--- config.mk ---
export PLATFORM = sky130hd
export DESIGN_NAME = ecc_ctrl
export DESIGN_NICKNAME = d
export VERILOG_FILES = /design/src/hw/rtl/assert_macros.svh /design/src/hw/rtl/ecc_pkg.sv /design/src/hw/rtl/ecc_ctrl.sv
export SDC_FILE = /design/constraint.sdc
export NUM_CORES = 1
export LEC_CHECK = 0
export BUFFER_PORTS_ARGS = -buffer_cell sky130_fd_sc_hd__buf_2
export CAP_MARGIN = 5
export CORE_UTILIZATION = 25
export CTS_CLUSTER_SIZE = 12
export DETAILED_ROUTE_END_ITERATION = 16
export GPL_ROUTABILITY_DRIVEN = 0
export PLACE_DENSITY_LB_ADDON = 0.12
export SKIP_CTS_REPAIR_TIMING = 1
export SLEW_MARGIN = 20
export SYNTH_ARGS = -nofsm -noshare
export SYNTH_HDL_FRONTEND = slang
export SYNTH_SLANG_ARGS = --single-unit
--- constraint.sdc ---
create_clock -name clk_i -period 1.3 [get_ports clk_i]
set_clock_uncertainty 0.15 [all_clocks]
set_input_delay 0.26 -clock clk_i [delete_from_list [all_inputs] [get_ports clk_i]]
set_output_delay 0.26 -clock clk_i [all_outputs]
set_load 0.01 [all_outputs]
--- src/hw/rtl/assert_macros.svh ---
// Assertion helpers for the RTL of the edge coverage counter map.
// Depends on nothing; the short form expects clk_i and rst_ni in scope.
`ifndef ASSERT_MACROS_SVH
`define ASSERT_MACROS_SVH

// Concurrent assertion on an explicit clock and active-low reset.
`define ECC_ASSERT_CR(lbl, clk, rst_n, prop, msg) \
  lbl: assert property (@(posedge clk) disable iff (!rst_n) prop) else $error(msg);

// Same, on the module's own clk_i and rst_ni.
`define ECC_ASSERT(lbl, prop, msg) \
  `ECC_ASSERT_CR(lbl, clk_i, rst_ni, prop, msg)

`endif

--- src/hw/rtl/ecc_pkg.sv ---
// Shared types and constants of the edge coverage counter map.
// Used by the controller, the datapath and the top level; depends on nothing.
`timescale 1ns / 1ps

package ecc_pkg;

  // Field and register widths
  localparam int CPU_W      = 8;
  localparam int ADDR_W     = 64;
  localparam int MAP_IDX_W  = 16;
  localparam int CNT_W      = 8;
  localparam int LG_W       = 5;
  localparam int ACT_W      = 4;
  localparam int CFG_IDX_W  = 2;
  localparam int CFG_DATA_W = 5;

  // Configuration register indexes
  localparam logic [CFG_IDX_W-1:0] CFG_MAP_SIZE_LOG2 = 2'd0;
  localparam logic [CFG_IDX_W-1:0] CFG_ACTIVE_CPUS   = 2'd1;

  // Configuration reset values
  localparam logic [LG_W-1:0]  MAP_SIZE_LOG2_RST = 5'd16;
  localparam logic [ACT_W-1:0] ACTIVE_CPUS_RST   = 4'd1;

  // SplitMix64 constants
  localparam logic [63:0] SM_GOLDEN = 64'h9e3779b97f4a7c15;
  localparam logic [63:0] SM_MUL1   = 64'hbf58476d1ce4e5b9;
  localparam logic [63:0] SM_MUL2   = 64'h94d049bb133111eb;

  localparam logic [CNT_W-1:0] CNT_MAX = 8'hFF;

  // Controller states
  typedef enum logic [3:0] {
    S_CLEAR,
    S_IDLE,
    S_R1_LL,
    S_R1_HL,
    S_R1_LH,
    S_R2_LL,
    S_R2_HL,
    S_R2_LH,
    S_INDEX,
    S_READ,
    S_UPDATE,
    S_DONE
  } ecc_state_e;

  // Partial product selects of the 64-bit low multiply
  typedef enum logic [1:0] {
    STEP_LL,
    STEP_HL,
    STEP_LH
  } mul_step_e;

  // Controller to datapath
  typedef struct packed {
    logic      clear;     // write zero at the sweep address
    logic      capture;   // take the input transaction
    logic      mul_en;    // accumulate one partial product
    mul_step_e step;
    logic      round;     // 0: first mix multiply, 1: second
    logic      load_x;    // forward the finished product to the mix operand
    logic      idx_load;  // form the map index, store the new previous id
    logic      update;    // write back the incremented counter
    logic      emit;      // load the output register
  } ecc_cmd_t;

  // Datapath to controller
  typedef struct packed {
    logic clear_last;
    logic in_ignored;
    logic out_free;
  } ecc_sts_t;

endpackage

--- src/hw/rtl/ecc_ctrl.sv ---
// Sequencing state machine of the edge coverage counter map.
// Depends on ecc_pkg; drives the datapath through ecc_cmd_t.
`timescale 1ns / 1ps

module ecc_ctrl import ecc_pkg::*; (
  input  logic     clk_i,
  input  logic     rst_ni,
  input  logic     in_valid_i,
  output logic     in_ready_o,
  input  ecc_sts_t sts_i,
  output ecc_cmd_t cmd_o
);

  ecc_state_e state_q, state_d;

  // State register; reset starts the map clearing sweep
  always_ff @(posedge clk_i or negedge rst_ni) begin
    if (!rst_ni) begin
      state_q <= S_CLEAR;
    end else begin
      state_q <= state_d;
    end
  end

  // Next state and commands
  always_comb begin
    state_d    = state_q;
    cmd_o      = '0;
    cmd_o.step = STEP_LL;
    in_ready_o = 1'b0;
    case (state_q)
      S_CLEAR: begin
        cmd_o.clear = 1'b1;
        if (sts_i.clear_last) begin
          state_d = S_IDLE;
        end
      end
      S_IDLE: begin
        in_ready_o = 1'b1;
        if (in_valid_i) begin
          cmd_o.capture = 1'b1;
          state_d = sts_i.in_ignored ? S_DONE : S_R1_LL;
        end
      end
      S_R1_LL: begin
        cmd_o.mul_en = 1'b1;
        cmd_o.step   = STEP_LL;
        state_d      = S_R1_HL;
      end
      S_R1_HL: begin
        cmd_o.mul_en = 1'b1;
        cmd_o.step   = STEP_HL;
        state_d      = S_R1_LH;
      end
      S_R1_LH: begin
        cmd_o.mul_en = 1'b1;
        cmd_o.step   = STEP_LH;
        cmd_o.load_x = 1'b1;
        state_d      = S_R2_LL;
      end
      S_R2_LL: begin
        cmd_o.mul_en = 1'b1;
        cmd_o.round  = 1'b1;
        cmd_o.step   = STEP_LL;
        state_d      = S_R2_HL;
      end
      S_R2_HL: begin
        cmd_o.mul_en = 1'b1;
        cmd_o.round  = 1'b1;
        cmd_o.step   = STEP_HL;
        state_d      = S_R2_LH;
      end
      S_R2_LH: begin
        cmd_o.mul_en = 1'b1;
        cmd_o.round  = 1'b1;
        cmd_o.step   = STEP_LH;
        state_d      = S_INDEX;
      end
      S_INDEX: begin
        cmd_o.idx_load = 1'b1;
        state_d        = S_READ;
      end
      // RAM read data arrives in the cycle after the address
      S_READ: begin
        state_d = S_UPDATE;
      end
      S_UPDATE: begin
        cmd_o.update = 1'b1;
        state_d      = S_DONE;
      end
      S_DONE: begin
        if (sts_i.out_free) begin
          cmd_o.emit = 1'b1;
          state_d    = S_IDLE;
        end
      end
      default: begin
        state_d = S_IDLE;
      end
    endcase
  end

endmodule

-- Word level (Yosys, flattened, before mapping)
Cells that the tools add are included.
- eq/ne operators: 14
- multiplexer cells: 16
- reductions and logical operators: 6
- operators by type and width (operator ; number):
    $pmux W4 S12 ; 1
    $eq A4 B3 Y1 const B ; 4
    $eq A4 B4 Y1 const B ; 4
    $mux W4 ; 4
    $mux W1 ; 10
    $pmux W3 S3 ; 1
    $eq A4 B2 Y1 const B ; 2
    $ne A2 B2 Y1 const B ; 3
    $reduce_or A2 Y1 ; 3
    $eq A4 B1 Y1 const B ; 1
    $logic_not A4 Y1 ; 1
    $reduce_and A3 Y1 ; 1
    $reduce_or A3 Y1 ; 1
- register bits: 4
- input port bits: 6
- output and inout port bits: 11
- word-level logic and storage cells: 37

-- Depth between registers and ports, before layout
- depth in word-level cells: 3
- mapped depth: 5
- gate-level depth less buffers: 4

-- Worst setup path after synthesis
Ideal clock, no wire load.
- kind: reg2out
- from: reg state_q[3]
- to: out cmd_o[8] in the netlist's numbering
- arrival time: 1.007 ns
- data required time: 0.890 ns
- slack: -0.117 ns
- stages on the path, launching flop included: 4
- buffers on the path: 1
- cell sequence: dfrtp_1 -> buf_6 -> nor3_2 -> and2_1
- RTL lines (item ; RTL line ; source):
    from (decl) ; ecc_ctrl.sv:14 ; ecc_state_e state_q, state_d;
    from (signal assigned) ; ecc_ctrl.sv:21 ; state_q <= state_d;
    to (decl) ; ecc_ctrl.sv:11 ; output ecc_cmd_t cmd_o

==> flow_summary.ini <==
[status]
status = finished, violations left
failed_checks = negative setup slack

[yosys]
syn_avg_cell_area_um2 = 7.63
yosys_warnings = 0
syn-cell-area_um2 = 397
syn_inst = 52
ys_ff_latch = 4
ys_seq_area_share_pct = 25.2
ys_types = 22
synth_fp_nets = 58

[clocking]
clock_path_buffers = 2
cts_root_buffer = clkbuf_4
clk_latency_ps = 230
htree_num_levels = 1
clk_pin_slew_ps = 40
cts_sinks = 4
cts_buffers = 3
cts_tree = done

[routing]
wl_per_cell_um = 11.7
antenna_left = 0
dr_total_vias = 492
wl_um = 1230
drt-vias-per-instance = 4.69
drtIter0Drc = 2
first_pass_iters = 2
drc = 0

[floorplan]
die_h_um = 41.8
die_x_um = 41.8
initial_core_util_pct = 26.6
core_area_um2 = 1490
dieArea_um2 = 1750
ios = 17
fp-row-count = 14

[global_routing]
busiest_layer = met2
grt_first_pass_wirelength_um = 1820
grt_use_met3_pct = 4.78
grt_antenna_before_repair = 0
grt_pass1_vias = 418
grt_start_max_net_pins = 12
gr-usage-met2_pct = 21.9
grt.overflow.total = 0
gr-usage-met1_pct = 16.8
gr-usage-all-layers_pct = 14.0

[finish]
drive_above_1_share_pct = 71.9
largest_reg_flops = 4
fin_area_um2 = 767
top_register = state_q
reg_top3 = state_q x4
mostFrequentLayoutCells = buf_2 (16), buf_4 (13), nor2_1 (9)
layout_commonest_cell = buf_2
area_delta_synth_final_pct = 93.4
n_antenna_cell = 0
nets = 97
final_core_util_pct = 51.5

[sta]
period_share_pct = 123
rsz0062_at_grt = true
fin_crit_ps = 1600
worst_slack_ps = -297
slew_viol_final = 0
final-hold-violation-count = 0
worst_pin_slew_ps = 255
whs_ps = 157
max_freq_ghz = 0.626
finalSetupViolCount = 14
relSlewSlack_pct = 82.8

[setup_path]
criticalPathCategory = reg2out
crit_buf_inv = 2
worstPathCellList = buf_6, xnor2_1, nor3_2, buf_2
critPathCaptureType = output pin
max_stage_delay_ps = 460
slowest_stage = dfrtp_2
cp_max_fo = 5
crit_family = flip-flops
critPathArrivalTime_ps = 1190
cp.required_ps = 890
crit_path_start_kind = flop
worst-r2r-setup-slack_ps = -180

[placed_design]
pre_cts_ws_ps = -169
io_buffers = 16
hpwl_um = 836
placed_area_um2 = 586

[power]
peakVddDrop_v = 0.00119
p_leak_uw = 0.000374
p_per_area_nw_per_um2 = 2710
power_uw = 2080

[run]
cap_violations = 0

[min_path]
hold_path_class = in2reg
## cell type report
type / instances / area (µm²)
fillers: 152 / 722
clock buffers: 3 / 22.5
well taps: 16 / 20.0
flip-flops and latches: 4 / 104
repair buffers: 38 / 278
inverters: 2 / 7.51
multi-input cells: 42 / 335
## tightest hold or removal path: cells and delay by family
family          cells  cell delay, ps
compound gates      1              90
simple gates        1              40
buf+inv             1              90
## logic make-up after synthesis
kind of cell    synth area share [%]
compound gates                  20.8
simple gates                    38.2
flops                           25.2
buf+inv                         11.4
xor+xnor                        4.42
## metrics by stage
| stage | TNS [ps] | cells |
|---|---|---|
| floorplan | -210 | 52 |
| global placement | -1520 | 95 |
| detailed placement | -1540 | 95 |
| CTS | -4490 | 98 |
| global route | -4010 | 105 |
| finish | -3110 | 105 |
## path summary, 6_finish.rpt
| kind | cells past startpoint | from | end |
|---|---|---|---|
| setup / recovery | 4 | state_q[0] | cmd_o[5] |
| hold / removal | 3 | sts_i[2] | state_q[0] |
| setup reg to reg | 5 | state_q[2] | state_q[0] |
| hold reg to reg | 2 | state_q[0] | state_q[1] |
| max in group asynchronous | 2 | rst_ni | state_q[0] |
| min in group asynchronous | 2 | rst_ni | state_q[3] |
## cells in the mapped netlist (all sizes together)
cell type  count  share of area, %
inv            2               1.9
nand3          2               2.5
dfrtp          4                25
nor3           3               6.3
o22ai          2               4.7
nor4           1               3.2
nor2          13                13
o311a          1               2.5
a21oi          3               3.8
a221oi         1               3.8
o21ai          4               6.0
xnor2          1               2.2
nand2b         5               7.9
and2           1               1.6
xor2           1               2.2
nand2          4               3.8
buf            4               9.5
## per-layer routing
layer | up-vias | wire length, µm
li1 | 250 | -
met4 | 0 | 0
met2 | 17 | 626
met3 | 0 | 63
met5 | - | 0
met1 | 225 | 540
## power by group
part | total, µW | internal [µW] | switching [µW]
Clock | 155 | 103 | 51.3
Combinational | 1590 | 867 | 721
Sequential | 333 | 196 | 136
(Power assumes the default switching activity.)
